**config.mk**
```make
export PLATFORM = sky130hd
export DESIGN_NAME = cart_bank_mapper_scanline_irq
export DESIGN_NICKNAME = d
export VERILOG_FILES = /design/src/cbmsi_pkg.sv /design/src/cart_bank_mapper_scanline_irq.sv /design/src/cbmsi_xlate.sv
export SDC_FILE = /design/constraint.sdc
export NUM_CORES = 1
export LEC_CHECK = 0
export ABC_AREA = 1
export BUFFER_PORTS_ARGS = -buffer_cell sky130_fd_sc_hd__buf_2
export CORE_MARGIN = 2
export CORE_UTILIZATION = 50
export DETAILED_ROUTE_END_ITERATION = 10
export GPL_TIMING_DRIVEN = 0
export PLACE_DENSITY_LB_ADDON = 0.2
export SYNTH_ARGS = -nofsm -noshare
export SYNTH_HDL_FRONTEND = slang
export SYNTH_SLANG_ARGS = --single-unit
```
**constraint.sdc**
```tcl
create_clock -name clk -period 3.3 [get_ports clk]
set_input_delay 0.33 -clock clk [delete_from_list [all_inputs] [get_ports clk]]
set_output_delay 0.33 -clock clk [all_outputs]
set_load 0.005 [all_outputs]
```
**src/cbmsi_pkg.sv**
```systemverilog
// Package for the cartridge bank mapper with scanline interrupt.
// Holds transfer structs, request and target codes, register decode constants.
package cbmsi_pkg;

  localparam int PRG_BANK_BITS = 8;
  localparam int CHR_BANK_BITS = 8;
  localparam logic [7:0] IRQ_THRESHOLD = 8'd238;

  localparam logic [7:0] PRG_FIELD_MASK = 8'((1 << PRG_BANK_BITS) - 1);
  localparam logic [7:0] CHR_FIELD_MASK = 8'((1 << CHR_BANK_BITS) - 1);

  localparam logic [8:0] SCANLINE_VISIBLE_END = 9'd240;

  localparam logic [15:0] DECODE_MASK = 16'hF003;
  localparam logic [15:0] REG_PRG0    = 16'h8000;
  localparam logic [15:0] REG_MIRROR  = 16'h9000;
  localparam logic [15:0] REG_PRG1    = 16'hA000;
  localparam logic [15:0] REG_CHR0    = 16'hB000;
  localparam logic [15:0] REG_CHR1    = 16'hB002;
  localparam logic [15:0] REG_CHR2    = 16'hC000;
  localparam logic [15:0] REG_CHR3    = 16'hC002;
  localparam logic [15:0] REG_CHR4    = 16'hD000;
  localparam logic [15:0] REG_CHR5    = 16'hD002;
  localparam logic [15:0] REG_CHR6    = 16'hE000;
  localparam logic [15:0] REG_CHR7    = 16'hE002;
  localparam logic [15:0] REG_IRQ     = 16'hF000;

  localparam logic CFG_PRG_MASK = 1'b0;
  localparam logic CFG_CHR_MASK = 1'b1;

  typedef enum logic [1:0] {
    REQ_WRITE    = 2'd0,
    REQ_TICK     = 2'd1,
    REQ_CPU_READ = 2'd2,
    REQ_PPU_READ = 2'd3
  } req_t;

  typedef enum logic [1:0] {
    TGT_NONE  = 2'd0,
    TGT_PRG   = 2'd1,
    TGT_CHR   = 2'd2,
    TGT_CIRAM = 2'd3
  } target_t;

  typedef struct packed {
    req_t        req_type;
    logic [15:0] address;
    logic [7:0]  write_data;
    logic [8:0]  scanline;
  } in_item_t;

  typedef struct packed {
    logic [20:0] mem_addr;
    target_t     target;
    logic        irq_out;
  } out_item_t;

endpackage

```
**src/cart_bank_mapper_scanline_irq.sv**
```systemverilog
// Top level of the cartridge bank mapper with scanline interrupt counter.
// Depends on cbmsi_pkg and cbmsi_xlate.
//
//   channel  direction  handshake           payload
//   in_      input      in_valid/in_ready   in_item_t   (request)
//   out_     output     out_valid/out_ready out_item_t  (translated result)
//   cfg_     input      cfg_we              cfg_index, cfg_wdata (bank masks)
//
// One transfer per cycle while in_ready is high; results are registered.
// Bank, mirror and interrupt state update at the request's transfer edge.
// An output register plus one skid entry let in_ready stay high while one
// result waits; in_ready drops only when both hold results.
// Reset (rst_n low, synchronous) clears all mapper state and sets masks to 255.
module cart_bank_mapper_scanline_irq
  import cbmsi_pkg::*;
(
  input  logic      clk,
  input  logic      rst_n,
  input  logic      in_valid,
  output logic      in_ready,
  input  in_item_t  in_data,
  output logic      out_valid,
  input  logic      out_ready,
  output out_item_t out_data,
  input  logic      cfg_we,
  input  logic      cfg_index,
  input  logic [7:0] cfg_wdata
);

  logic [7:0]      prg_mask_r;
  logic [7:0]      chr_mask_r;
  logic [1:0][7:0] prg_banks_r, prg_banks_nxt;
  logic [7:0][7:0] chr_banks_r, chr_banks_nxt;
  logic            mirror_r, mirror_nxt;
  logic [7:0]      irq_cnt_r, irq_cnt_nxt;
  logic            irq_en_r, irq_en_nxt;
  logic            irq_lvl_r, irq_lvl_nxt;

  logic            out_valid_r, skid_valid_r;
  out_item_t       out_r, skid_r;
  out_item_t       result;
  logic [20:0]     xl_addr;
  target_t         xl_target;
  logic            push, pop;
  logic [7:0]      tick_cnt;
  logic [15:0]     dec_addr;

  cbmsi_xlate u_xlate (
    .item          (in_data),
    .prg_banks     (prg_banks_r),
    .chr_banks     (chr_banks_r),
    .mirror_bit    (mirror_r),
    .prg_bank_mask (prg_mask_r),
    .chr_bank_mask (chr_mask_r),
    .mem_addr      (xl_addr),
    .target        (xl_target)
  );

  assign in_ready  = !skid_valid_r;
  assign push      = in_valid && in_ready;
  assign pop       = out_valid_r && out_ready;
  assign out_valid = out_valid_r;
  assign out_data  = out_r;
  assign dec_addr  = in_data.address & DECODE_MASK;
  assign tick_cnt  = irq_cnt_r + 8'd1;

  always_comb begin
    prg_banks_nxt = prg_banks_r;
    chr_banks_nxt = chr_banks_r;
    mirror_nxt    = mirror_r;
    irq_cnt_nxt   = irq_cnt_r;
    irq_en_nxt    = irq_en_r;
    irq_lvl_nxt   = irq_lvl_r;
    case (in_data.req_type)
      REQ_WRITE: begin
        if (in_data.address[15]) begin
          case (dec_addr)
            REG_PRG0:   prg_banks_nxt[0] = in_data.write_data;
            REG_MIRROR: mirror_nxt       = in_data.write_data[0];
            REG_PRG1:   prg_banks_nxt[1] = in_data.write_data;
            REG_CHR0:   chr_banks_nxt[0] = in_data.write_data;
            REG_CHR1:   chr_banks_nxt[1] = in_data.write_data;
            REG_CHR2:   chr_banks_nxt[2] = in_data.write_data;
            REG_CHR3:   chr_banks_nxt[3] = in_data.write_data;
            REG_CHR4:   chr_banks_nxt[4] = in_data.write_data;
            REG_CHR5:   chr_banks_nxt[5] = in_data.write_data;
            REG_CHR6:   chr_banks_nxt[6] = in_data.write_data;
            REG_CHR7:   chr_banks_nxt[7] = in_data.write_data;
            REG_IRQ: begin
              irq_en_nxt  = |in_data.write_data;
              irq_cnt_nxt = (in_data.scanline < SCANLINE_VISIBLE_END) ?
                            in_data.write_data - 8'd8 : in_data.write_data + 8'd4;
              irq_lvl_nxt = 1'b0;
            end
            default: ;
          endcase
        end
      end
      REQ_TICK: begin
        if (irq_en_r) begin
          irq_cnt_nxt = tick_cnt;
          if (tick_cnt >= IRQ_THRESHOLD) irq_lvl_nxt = 1'b1;
        end
      end
      default: ;
    endcase
    result.mem_addr = xl_addr;
    result.target   = xl_target;
    result.irq_out  = irq_lvl_nxt;
  end

  always_ff @(posedge clk) begin
    if (!rst_n) begin
      prg_mask_r <= 8'hFF;
      chr_mask_r <= 8'hFF;
    end else if (cfg_we) begin
      case (cfg_index)
        CFG_PRG_MASK: prg_mask_r <= cfg_wdata;
        CFG_CHR_MASK: chr_mask_r <= cfg_wdata;
        default: ;
      endcase
    end
  end

  always_ff @(posedge clk) begin
    if (!rst_n) begin
      prg_banks_r <= '0;
      chr_banks_r <= '0;
      mirror_r    <= 1'b0;
      irq_cnt_r   <= '0;
      irq_en_r    <= 1'b0;
      irq_lvl_r   <= 1'b0;
    end else if (push) begin
      prg_banks_r <= prg_banks_nxt;
      chr_banks_r <= chr_banks_nxt;
      mirror_r    <= mirror_nxt;
      irq_cnt_r   <= irq_cnt_nxt;
      irq_en_r    <= irq_en_nxt;
      irq_lvl_r   <= irq_lvl_nxt;
    end
  end

  always_ff @(posedge clk) begin
    if (!rst_n) begin
      out_valid_r  <= 1'b0;
      skid_valid_r <= 1'b0;
    end else if (!out_valid_r || pop) begin
      if (skid_valid_r) begin
        out_valid_r  <= 1'b1;
        skid_valid_r <= 1'b0;
      end else begin
        out_valid_r <= push;
      end
    end else if (push) begin
      skid_valid_r <= 1'b1;
    end
  end

  always_ff @(posedge clk) begin
    if (!out_valid_r || pop) begin
      if (skid_valid_r) begin
        out_r <= skid_r;
      end else if (push) begin
        out_r <= result;
      end
    end else if (push) begin
      skid_r <= result;
    end
  end

endmodule

```
**src/cbmsi_xlate.sv**
```systemverilog
// Address translation for CPU and PPU read requests.
// Depends on cbmsi_pkg; bank registers and masks come from the top level.
module cbmsi_xlate
  import cbmsi_pkg::*;
(
  input  in_item_t        item,
  input  logic [1:0][7:0] prg_banks,
  input  logic [7:0][7:0] chr_banks,
  input  logic            mirror_bit,
  input  logic [7:0]      prg_bank_mask,
  input  logic [7:0]      chr_bank_mask,
  output logic [20:0]     mem_addr,
  output target_t         target
);

  logic [7:0]  prg_bank;
  logic [7:0]  chr_bank;
  logic [13:0] pa;
  logic        page;

  assign pa = item.address[13:0];

  always_comb begin
    case (item.address[14:13])
      2'd0:    prg_bank = prg_banks[0];
      2'd1:    prg_bank = prg_banks[1];
      2'd2:    prg_bank = prg_bank_mask & 8'hFE;
      default: prg_bank = prg_bank_mask;
    endcase
    prg_bank = prg_bank & prg_bank_mask & PRG_FIELD_MASK;
    chr_bank = chr_banks[pa[12:10]] & chr_bank_mask & CHR_FIELD_MASK;
    page     = mirror_bit ? pa[11] : pa[10];

    mem_addr = '0;
    target   = TGT_NONE;
    case (item.req_type)
      REQ_CPU_READ: begin
        if (item.address[15]) begin
          mem_addr = {prg_bank, item.address[12:0]};
          target   = TGT_PRG;
        end
      end
      REQ_PPU_READ: begin
        if (!pa[13]) begin
          mem_addr = {3'd0, chr_bank, pa[9:0]};
          target   = TGT_CHR;
        end else begin
          mem_addr = {10'd0, page, pa[9:0]};
          target   = TGT_CIRAM;
        end
      end
      default: begin
        mem_addr = '0;
        target   = TGT_NONE;
      end
    endcase
  end

endmodule
```
### Word level (Yosys, flattened, before mapping)

Cells that the tools add are included.

| word-level totals | value |
|---|---|
| output and inout port bits | 26 |
| input port bits | 49 |
| register bits | 157 |
| logic and storage cells | 106 |

| operators by class | value |
|---|---|
| bitwise logic cells | 5 |
| mux-type cells | 23 |
| add/subtract/negate cells | 3 |
| equal/unequal tests | 20 |
| reduce and logical (&&, ||, !) cells | 28 |
| magnitude comparators | 3 |

Operator list:

| operator | number |
|---|---|
| $eq 6x6->1 const B | 12 |
| $mux 24 | 2 |
| $reduce_and 4->1 | 12 |
| $pmux 21 s2 | 1 |
| $mux 8 | 5 |
| $bmux 8 s3 | 1 |
| $pmux 8 s3 | 1 |
| $mux 21 | 1 |
| $mux 18 | 1 |
| $and 8x8->8 | 2 |
| $pmux 8 s2 | 1 |
| $lt 9x8->1 const B | 1 |
| $add 8x1->8 const B | 1 |
| $add 8x3->8 const B | 1 |
| $ge 8x8->1 const B | 1 |
| $mux 1 | 8 |
| $reduce_and 2->1 | 4 |
| $reduce_or 8->1 | 1 |
| $sub 8x4->8 const B | 1 |
| $eq 2x2->1 const B | 3 |
| $reduce_and 5->1 | 1 |
| $eq 2x1->1 const B | 2 |
| $logic_not 2->1 | 2 |
| $lt 3x4->1 const B | 1 |
| 10 further kinds | 16 |

### Logic depth before layout (Yosys ltp)

Gate-level depths: netlist of run 1.

| depth | value |
|---|---|
| word-level depth | 7 |
| gate-level depth with buffers | 13 |
| depth with buffers taken out | 11 |

### Hierarchy

A second synthesis of run 1 with hierarchy kept.

| second synthesis, totals | value |
|---|---|
| cell total of the unflattened synthesis | 926 |
| area total of the unflattened synthesis | 7,362.1 µm² |

Modules (own cells, without submodules):

| module | cells each | area each (µm²) | instances | sequential area each (µm²) |
|---|---|---|---|---|
| cart_bank_mapper_scanline_irq | 712 | 6,357.3 | 1 | 3,623.5 |
| cbmsi_xlate | 214 | 1,004.7 | 1 | 0.0 |

### Worst setup path after synthesis of run 1

Ideal clock, no wire load.

| timing | value |
|---|---|
| kind | register -> register |
| start point | register skid_valid_r |
| end point | register skid_r[0] (netlist name) (enable) |
| clock period less this slack | 2.010 ns |
| library setup time | 0.405 ns |
| setup slack | 1.290 ns |
| arrival time | 1.606 ns |
| cell stages (with the launch flop) | 5 |
| path buffers | 1 |
| data required time | 2.895 ns |
| path through | dfxtp_1 buf_6 clkinv_4 nand2_4 nor2_1 |

| on the way | value |
|---|---|
| word-level cells in the longest chain between the ends | 3 |

Ends and longest elaborated chain:

| what | RTL line | text |
|---|---|---|
| start: declaration | cart_bank_mapper_scanline_irq.sv:39 | `logic out_valid_r, skid_valid_r;` |
| start signal: assignment | cart_bank_mapper_scanline_irq.sv:146 | `skid_valid_r <= 1'b0;` |
| start signal: assignment | cart_bank_mapper_scanline_irq.sv:150 | `skid_valid_r <= 1'b0;` |
| start signal: assignment | cart_bank_mapper_scanline_irq.sv:155 | `skid_valid_r <= 1'b1;` |
| $logic_not 1->1 | cart_bank_mapper_scanline_irq.sv:59 | `assign in_ready = !skid_valid_r;` |
| $logic_and 1x1->1 | cart_bank_mapper_scanline_irq.sv:60 | `assign push = in_valid && in_ready;` |
| $reduce_and 2->1 (no source line) | - |  |
| end signal: assignment | cart_bank_mapper_scanline_irq.sv:167 | `skid_r <= result;` |
| end: declaration | cart_bank_mapper_scanline_irq.sv:40 | `out_item_t out_r, skid_r;` |

Every way passes these cells.
A chain may end at the register's enable or synchronous reset.

### Worst setup path after layout of run 1

| timing | value |
|---|---|
| start point | register skid_valid_r |
| end point | output port in_ready |

| on the way | value |
|---|---|
| word-level cells in the longest chain between the ends | 1 |

Ends and longest elaborated chain:

| what | RTL line | text |
|---|---|---|
| $logic_not 1->1 | cart_bank_mapper_scanline_irq.sv:59 |  |
| end: declaration | cart_bank_mapper_scanline_irq.sv:20 | `output logic in_ready,` |

Every way passes these cells.

==> results of run 1 <==
[layout make-up]
type                       count  area (um^2)
buffer                        43          219
clock buffer                  17          425
multi-input combinational    610         2940
fill                        1274         5590
timing repair buffer          68          360
inverter                      91          347
tap                          180          225
sequential                   157         3620
clock inverter                15          149
[state kept, by name, summed over array words and instances (netlist names)]
name / cells
chr_mask_r: 8
irq_en_r: 1
mirror_r: 1
skid_valid_r: 1
skid_r: 24
prg_banks_r: 16
out_valid: 1
irq_cnt_r: 8
chr_banks_r: 64
prg_mask_r: 8
out_data: 24
irq_lvl_r: 1
[synthesized netlist by cell type (2+ instances only)]
master / n / share of area (%)
ha_1: 6 / 1.1
nor2_4: 2 / 0.32
buf_6: 4 / 0.63
o2111ai_1: 2 / 0.25
buf_4: 3 / 0.32
nor2_1: 72 / 3.8
nand3_1: 33 / 2.3
xor2_1: 6 / 0.74
nand4_1: 3 / 0.26
nor3_1: 5 / 0.35
inv_1: 78 / 4.1
a211oi_1: 8 / 0.84
clkbuf_1: 22 / 1.2
dfxtp_1: 109 / 31
o211a_1: 2 / 0.28
a21oi_1: 95 / 6.7
nand2_1: 214 / 11
edfxtp_1: 48 / 20
or2_2: 2 / 0.18
xnor2_1: 2 / 0.25
buf_2: 13 / 0.91
nand2_2: 2 / 0.18
clkinv_1: 8 / 0.42
o211ai_1: 14 / 1.5
o21ai_0: 130 / 9.1
inv_2: 4 / 0.21
[worst max-delay path, delay by kind of cell, from the launching register on]
kind,cells,cell delay (ns)
DFF,1,0.31
buffers and inverters,4,0.76
[power groups by stage]
stage / Combinational (W) / Clock [W] / Sequential [W]
after detailed placement: 0.000344 / 0 / 0.00210
after floorplan: 0.000194 / 0 / 0.00210
final: 0.000349 / 0.00190 / 0.00205
after global placement: 0.000337 / 0 / 0.00210
after global routing: 0.000392 / 0.00199 / 0.00206
after CTS: 0.000347 / 0.00192 / 0.00206
[logic make-up (layout without fill, tap and decap cells)]
family	after synthesis	count (layout)	synth area share (%)
AND/OR/NAND/NOR	341	341	20.1
AO/OA/AOI/OAI	255	255	19.1
flip-flops	157	157	50.9
buffers and inverters	134	234	7.94
XOR/XNOR	8	8	0.984
adder cells (fa/ha/maj)	6	6	1.05
[routing by layer]
metal	share of wire (%)	up-vias
met5	0	-
met2	47	263
met3	6.8	33
li1	-	3168
met4	2.1	0
met1	44	2880
[per-stage QoR]
| step | util (%) | worst slack [ns] | instance area, um^2 | total power (W) |
|---|---|---|---|---|
| finish | 59.7 | 1.48 | 8290 | 0.00431 |
| global route | 59.7 | 1.38 | 8290 | 0.00445 |
| CTS | 59.7 | 1.46 | 8290 | 0.00432 |
| detailed placement | 55.6 | 1.24 | 7710 | 0.00244 |
| global placement | 55.3 | 0.830 | 7680 | 0.00243 |
| floorplan | - | 1.29 | 7120 | 0.00229 |
[how the worst min path moves through the flow]
stage	to	slack (ns)	cells past startpoint
after floorplan	prg_mask_r[5]	0.42	2
after global placement	chr_banks_r[61]	0.43	2
after detailed placement	chr_banks_r[24]	0.44	2
after CTS	prg_mask_r[5]	0.13	3
after global routing	prg_mask_r[7]	0.14	3
final	prg_mask_r[7]	0.14	3
==> results.md, run 1 <==
- All-Layer GR Usage: 26.2%
- Total die area: 0.0152 mm^2
- Max-cap viol count: 0
- Status: finished clean
- Routed len/inst: 16.0 um
- Post-Syn Area: 0.00712 mm^2
- GR Util met3: 4.11%
- CP Cell Sequence: buf_6, clkinv_4, clkbuf_1, buf_2
- Post-Route Skew: 0.00640 ns
- Post-synth EDFFs: 48
- CTS H-tree lvls: 4
- CTS Sinks: 157
- Critical path's slowest cell: clkbuf_1
- Post_cts resized: 0
- First-pass GRT wire length: 30300 um
- Setup TNS Final: 0 ns
- Met2 usage: 42.9%
- VDD IR max: 286 uV
- WS Path Type: reg -> out
- Fmax: 0.548 GHz
- RSZ-0062 raised after global routing: no
- Period minus WS final: 1.82 ns
- Largest net degree at the start of global routing: 17
- Most Crowded Layer GR: met2
- Largest fanout on the critical path: 10
- CTS Buf Count: 17
- Via density: 5.37
- Clock share of power: 44.2%
- Seq pwr share: 47.7%
- Clk Latency, worst-skew pair: 0.42 ns
- Initial core utilization: 51.3%
- Lkg Pwr: 3.52 nW
- Hold Path Class: in -> reg
- Required @ worst endpoint: 2.97 ns
- Sw power: 0.00105 W
- Distinct cells, synth: 40
- CTS Hold Bufs: 0
- Capture point of the worst path: in_ready
- Final wirelength: 18900 um
- Hold_sp: cfg_wdata[7]
- Synth Warn #: 0
- Async set-reset flop share out of synthesis: 0%
- Ys flop type: dfxtp_1
- TritonCTS clock tree: yes
- Fin cells: 1181
- Clock root buffer: clkbuf_16
- Vias in the first global route: 5856
- Synth Instances: 901
- Hold_ws: 0.139 ns
- Max incr delay on CP: 0.36 ns
- Flops & latches, synth: 157
- RR Startpoint: irq_cnt_r[0]
- R2R Setup Slk: 1.60 ns
- Drt drc: 0
- Max-slew violations: 0
- Share of cells above drive strength 1: 14.0%
- Most frequent cells in the layout: nand2_1, o21ai_0, dfxtp_1
- Worst r2r dst: out_data[0]
- HPWL after DPL: 13700 um
- Reg2Reg Depth: 9
- Mean Syn Cell Area: 7.90 um^2
- Crit. End Element: primary output
- Antenna Nets Post-Route: 0
- Row count: 43
- Placer congestion estimate: 0.968
- Crit path DAT: 1.49 ns
- Period Utilization, post-route: 55.3%
- Final-report setup violation count: 0
- Placed Cells incl. Taps: 1149
- Sw Ratio: 24.4%
- # nets final: 1043
- Int Pwr: 0.00326 W
- Startpoint type of the worst setup path: register
- Most common cell after layout, fill and taps aside: nand2_1
- Logic pwr share: 8.1%
- Num ports: 75
- Post-CTS Repair Setup Buffers: 0
- Synthesis-to-layout area growth: 16.4%
- Syn_nets: 956
- CORE AREA: 0.0139 mm^2
- GRT met1 Usage: 35.2%
- Antenna fix cells: 0
- Drt first pass iters: 5
- Final Hold Viols: 0
- Initial antenna violation count: 0
- Die W: 123 um
- Overflow left after global routing: 0
- Critical path origin: skid_valid_r
- Worst-margin pin slew: 0.713 ns
- Port bufs: 66
- Clock-pin slew on the worst setup and hold paths: 0.06 ns
- Seq/Total Area, Yosys: 50.9%
- DRT iter0 DRCs: 549
- Power Dens Cells: 520 mW/mm^2
- DR vias: 6344
- Die Ht: 123 um
- Rel. slew slack: 52.3%
- Max Buffers Root-to-Sink: 2
Power figures use the tool's default switching activity.
==> inputs of run 2 (changes only) <==
--- a/config.mk
+++ b/config.mk
@@ -5,7 +5,7 @@
 export SDC_FILE = /design/constraint.sdc
 export NUM_CORES = 1
 export LEC_CHECK = 0
-export ABC_AREA = 1
+export ABC_AREA = 0
 export BUFFER_PORTS_ARGS = -buffer_cell sky130_fd_sc_hd__buf_2
 export CORE_MARGIN = 2
 export CORE_UTILIZATION = 50
==> constraint.sdc (replaced) <==
create_clock -name clk -period 1.6 [get_ports clk]
set_input_delay 0.16 -clock clk [delete_from_list [all_inputs] [get_ports clk]]
set_output_delay 0.16 -clock clk [all_outputs]
set_load 0.005 [all_outputs]
==> run 2 against run 1 <==
Against the previous run: the run now ends with negative setup slack left; largest cell class is now multi-input combinational cells; via count decreased by 10%; total power increased by 110%; critical path type is now reg -> reg; non-clock buffer count increased by 30.
==> results.md, run 2 <==
- Synth Warn #: 0 (unchanged)
- Num ports: 75 (unchanged)
- Max reg flops: 64 (unchanged)
- VDD IR max: 774 uV (+170%)
- TritonCTS clock tree: yes
- Period minus WS final: 1.90 ns
- Drt drc: 0 (unchanged)
- Sw power: 0.00224 W (+110%)
- Syn_nets: 755 (-21%)
- Row count: 44 (+2.3%)
- HPWL after DPL: 12900 um (-5.7%)
- Overflow left after global routing: 0 (unchanged)
- Most common cell in the synthesized netlist: dfxtp_1
- Routed len/inst: 19.0 um (+18%)
- Final Hold Viols: 0 (unchanged)
- CORE AREA: 0.0145 mm^2 (+4.7%)
- Max incr delay on CP: 0.49 ns (+0.13 ns)
- Via density: 5.66 (+5.4%)
- Hold Path Depth: 2 (-1)
- Clock-pin slew on the worst setup and hold paths: 0.07 ns (about the same)
- Reg2Reg Depth: 4 (-5)
- Post-synth EDFFs: 48 (unchanged)
- Final worst slack: -0.296 ns (-1.77 ns)
- Share of cells above drive strength 1: 30.9% (+17 points)
- Commonest cells post-synth: dfxtp_1, nand2_1, mux2i_1
- CTS Buf Count: 17 (unchanged)
- Critical path's slowest cell: mux4_2
- Rel. slew slack: 43.3% (-9.0 points)
- Most common cell after layout, fill and taps aside: nand2_1
- RSZ-0062 raised after global routing: yes
- Most frequent cells in the layout: nand2_1, dfxtp_1, buf_2
- Failing checks: negative setup slack
- Vias in the first global route: 5834 (-0.38%)
- RR Startpoint: chr_banks_r[57]
- Largest fanout on the critical path: 2 (-8)
- Power Dens Cells: 983 mW/mm^2 (+89%)
- Logic pwr share: 7.7% (-0.4 points)
- Largest net degree at the start of global routing: 25 (+8)
- Async set-reset flop share out of synthesis: 0% (unchanged)
- Cell mode on critical path: mux2_4
- DRT iter0 DRCs: 452 (-18%)
- Setup TNS Final: -1.17 ns (-1.17 ns)
- Total die area: 0.0158 mm^2 (+3.9%)
- Die Ht: 126 um (+2.0%)
- Final core utilization: 63.5% (+3.8 points)
- Seq/Total Area, Yosys: 48.9% (-2.0 points)
- Int Pwr: 0.00683 W (+110%)
- Worst-margin pin slew: 0.848 ns (+0.135 ns)
- Post-Syn Area: 0.00741 mm^2 (+4.1%)
- Lkg Pwr: 3.57 nW (+1.5%)
- Clock share of power: 45.8% (+1.6 points)
- Fmax: 0.528 GHz
- Hold Path Class: in -> reg
- DR vias: 5703 (-10%)
- Ys flop type: dfxtp_1
- Die W: 126 um (+2.0%)
- Ranking of synthesized cells by area: dfxtp_1, edfxtp_1, mux2i_1
- R2R Setup Slk: -0.30 ns (-1.90 ns)
- Flops & latches, synth: 157 (unchanged)
- All-Layer GR Usage: 24.7% (-1.5 points)
- Synth Instances: 700 (-22%)
- CTS Sinks: 157 (unchanged)
- Max Buffers Root-to-Sink: 2 (unchanged)
- Mean Syn Cell Area: 10.6 um^2 (+34%)
- Share of the synthesized area in the top cell type: 29.4% (-1.2 points)
- Port bufs: 64 (-3.0%)
- Antenna Nets Post-Route: 0 (unchanged)
- Hold endpoint: skid_r[11]
- CTS H-tree lvls: 4 (unchanged)
- Antenna fix cells: 0 (unchanged)
- CP Cell Sequence: mux4_2, mux2_4, a32o_2, mux2_4
- Most flops, register: chr_banks_r
- Total power draw: 0.00908 W (+110%)
- Post-Route Skew: 0.00728 ns (+0.000886 ns)
- Initial antenna violation count: 0 (unchanged)
- Required @ worst endpoint: 1.80 ns (-1.17 ns)
- Startpoint type of the worst setup path: register
- Fillers: 1128 (-11%)
- Worst r2r dst: out_data[14]
- Status: finished with violations
- Sw Ratio: 24.7% (+0.29 points)
- Crit path DAT: 2.09 ns (+0.60 ns)
- Distinct cells, synth: 62 (+55%)
- WS Path Type: reg -> reg
- Final wirelength: 19100 um (+0.87%)
- Clock root buffer: clkbuf_16
- Seq pwr share: 46.5% (-1.2 points)
- Period Utilization, post-route: 118%
- Area leader, netlist: dfxtp_1
- Hold_sp: in_data[25]
- Final-report setup violation count: 13 (+13)
- Max-cap viol count: 0 (unchanged)
- Drt first pass iters: 5 (unchanged)
- # nets final: 865 (-17%)
- Max-slew violations: 0 (unchanged)
- Placer congestion estimate: 0.824 (-15%)
- Clk Latency, worst-skew pair: 0.44 ns (+0.02 ns)
- Initial core utilization: 51.0% (-0.31 points)
- Crit. End Element: register
- Synthesis-to-layout area growth: 24.6%
- First-pass GRT wire length: 30700 um (+1.5%)
## run 2: worst max-delay path by stage
stage	cells after the start	end	start	slack, ns
3_5_place_dp	6	out_data[20]	in_data[28]	-0.57
6_report	4	out_data[14]	chr_banks_r[57]	-0.30
4_1_cts	4	out_data[14]	chr_banks_r[57]	-0.29
2_1_floorplan	5	out_data[14]	in_data[27]	-0.15
3_3_place_gp	6	out_data[20]	in_data[28]	-0.57
5_1_grt	4	out_data[14]	chr_banks_r[57]	-0.30
## run 2: area by class of cell
cell class	instances	area, um^2	area share (%)
Buffer	47	251	2.72
Clock buffer	18	429	4.65
Clock inverter	14	173	1.87
Inverter	8	31.3	0.339
Multi-Input combinational cell	485	3870	41.9
Sequential cell	157	3650	39.6
Tap cell	184	230	2.49
Timing Repair Buffer	94	598	6.48
## run 2: timing repair
action,CTS,global route
hold buffers,8,0
pin swaps,17,15
resized for setup,82,35
endpoints found under the hold margin,16,0
setup endpoints to repair,157,74
buffers inserted,20,2
## run 2: through the flow
step	hold WS, ns	setup WS, ns	cells	area (um^2)
floorplan	0.284	-0.150	700	7490
global placement	0.384	-0.574	948	8040
detailed placement	0.392	-0.567	948	8040
CTS	0.0218	-0.292	1007	9110
global route	0.0354	-0.300	1007	9230
finish	0.0284	-0.296	1007	9230
## run 2: logic make-up (layout without fill, tap and decap cells)
family | after synthesis | count (layout) | share of synthesized area [%]
AO/OA/AOI/OAI | 116 | 116 | 10.9
XOR/XNOR | 5 | 5 | 0.591
adder cells (fa/ha/maj) | 6 | 6 | 1.01
buffers and inverters | 58 | 181 | 3.27
flip-flops | 157 | 157 | 48.9
multiplexers | 105 | 105 | 17.8
AND/OR/NAND/NOR | 253 | 253 | 17.5
## run 2: metal layers
layer	up-vias	routed length, um	global-route usage [%]
met2	182	9060	40.8
met3	40	1000	4.72
li1	2722	-	-
met1	2759	8400	31.9
met5	-	0	0
met4	0	626	10.7
## run 2: critical path: cells and delay by family, from the launching register on
kind | cells | cell delay (ns)
AOI/OAI and AO/OA | 1 | 0.27
muxes | 3 | 1.05
DFF | 1 | 0.32
## run 2: power by group through the flow
stage,Combinational (W),Sequential (W),Clock (W)
after detailed placement,0.000638,0.00432,0
final,0.000694,0.00422,0.00416
after global routing,0.000754,0.00423,0.00436
after CTS,0.000686,0.00423,0.00419
after floorplan,0.000378,0.00432,0
after global placement,0.000627,0.00432,0
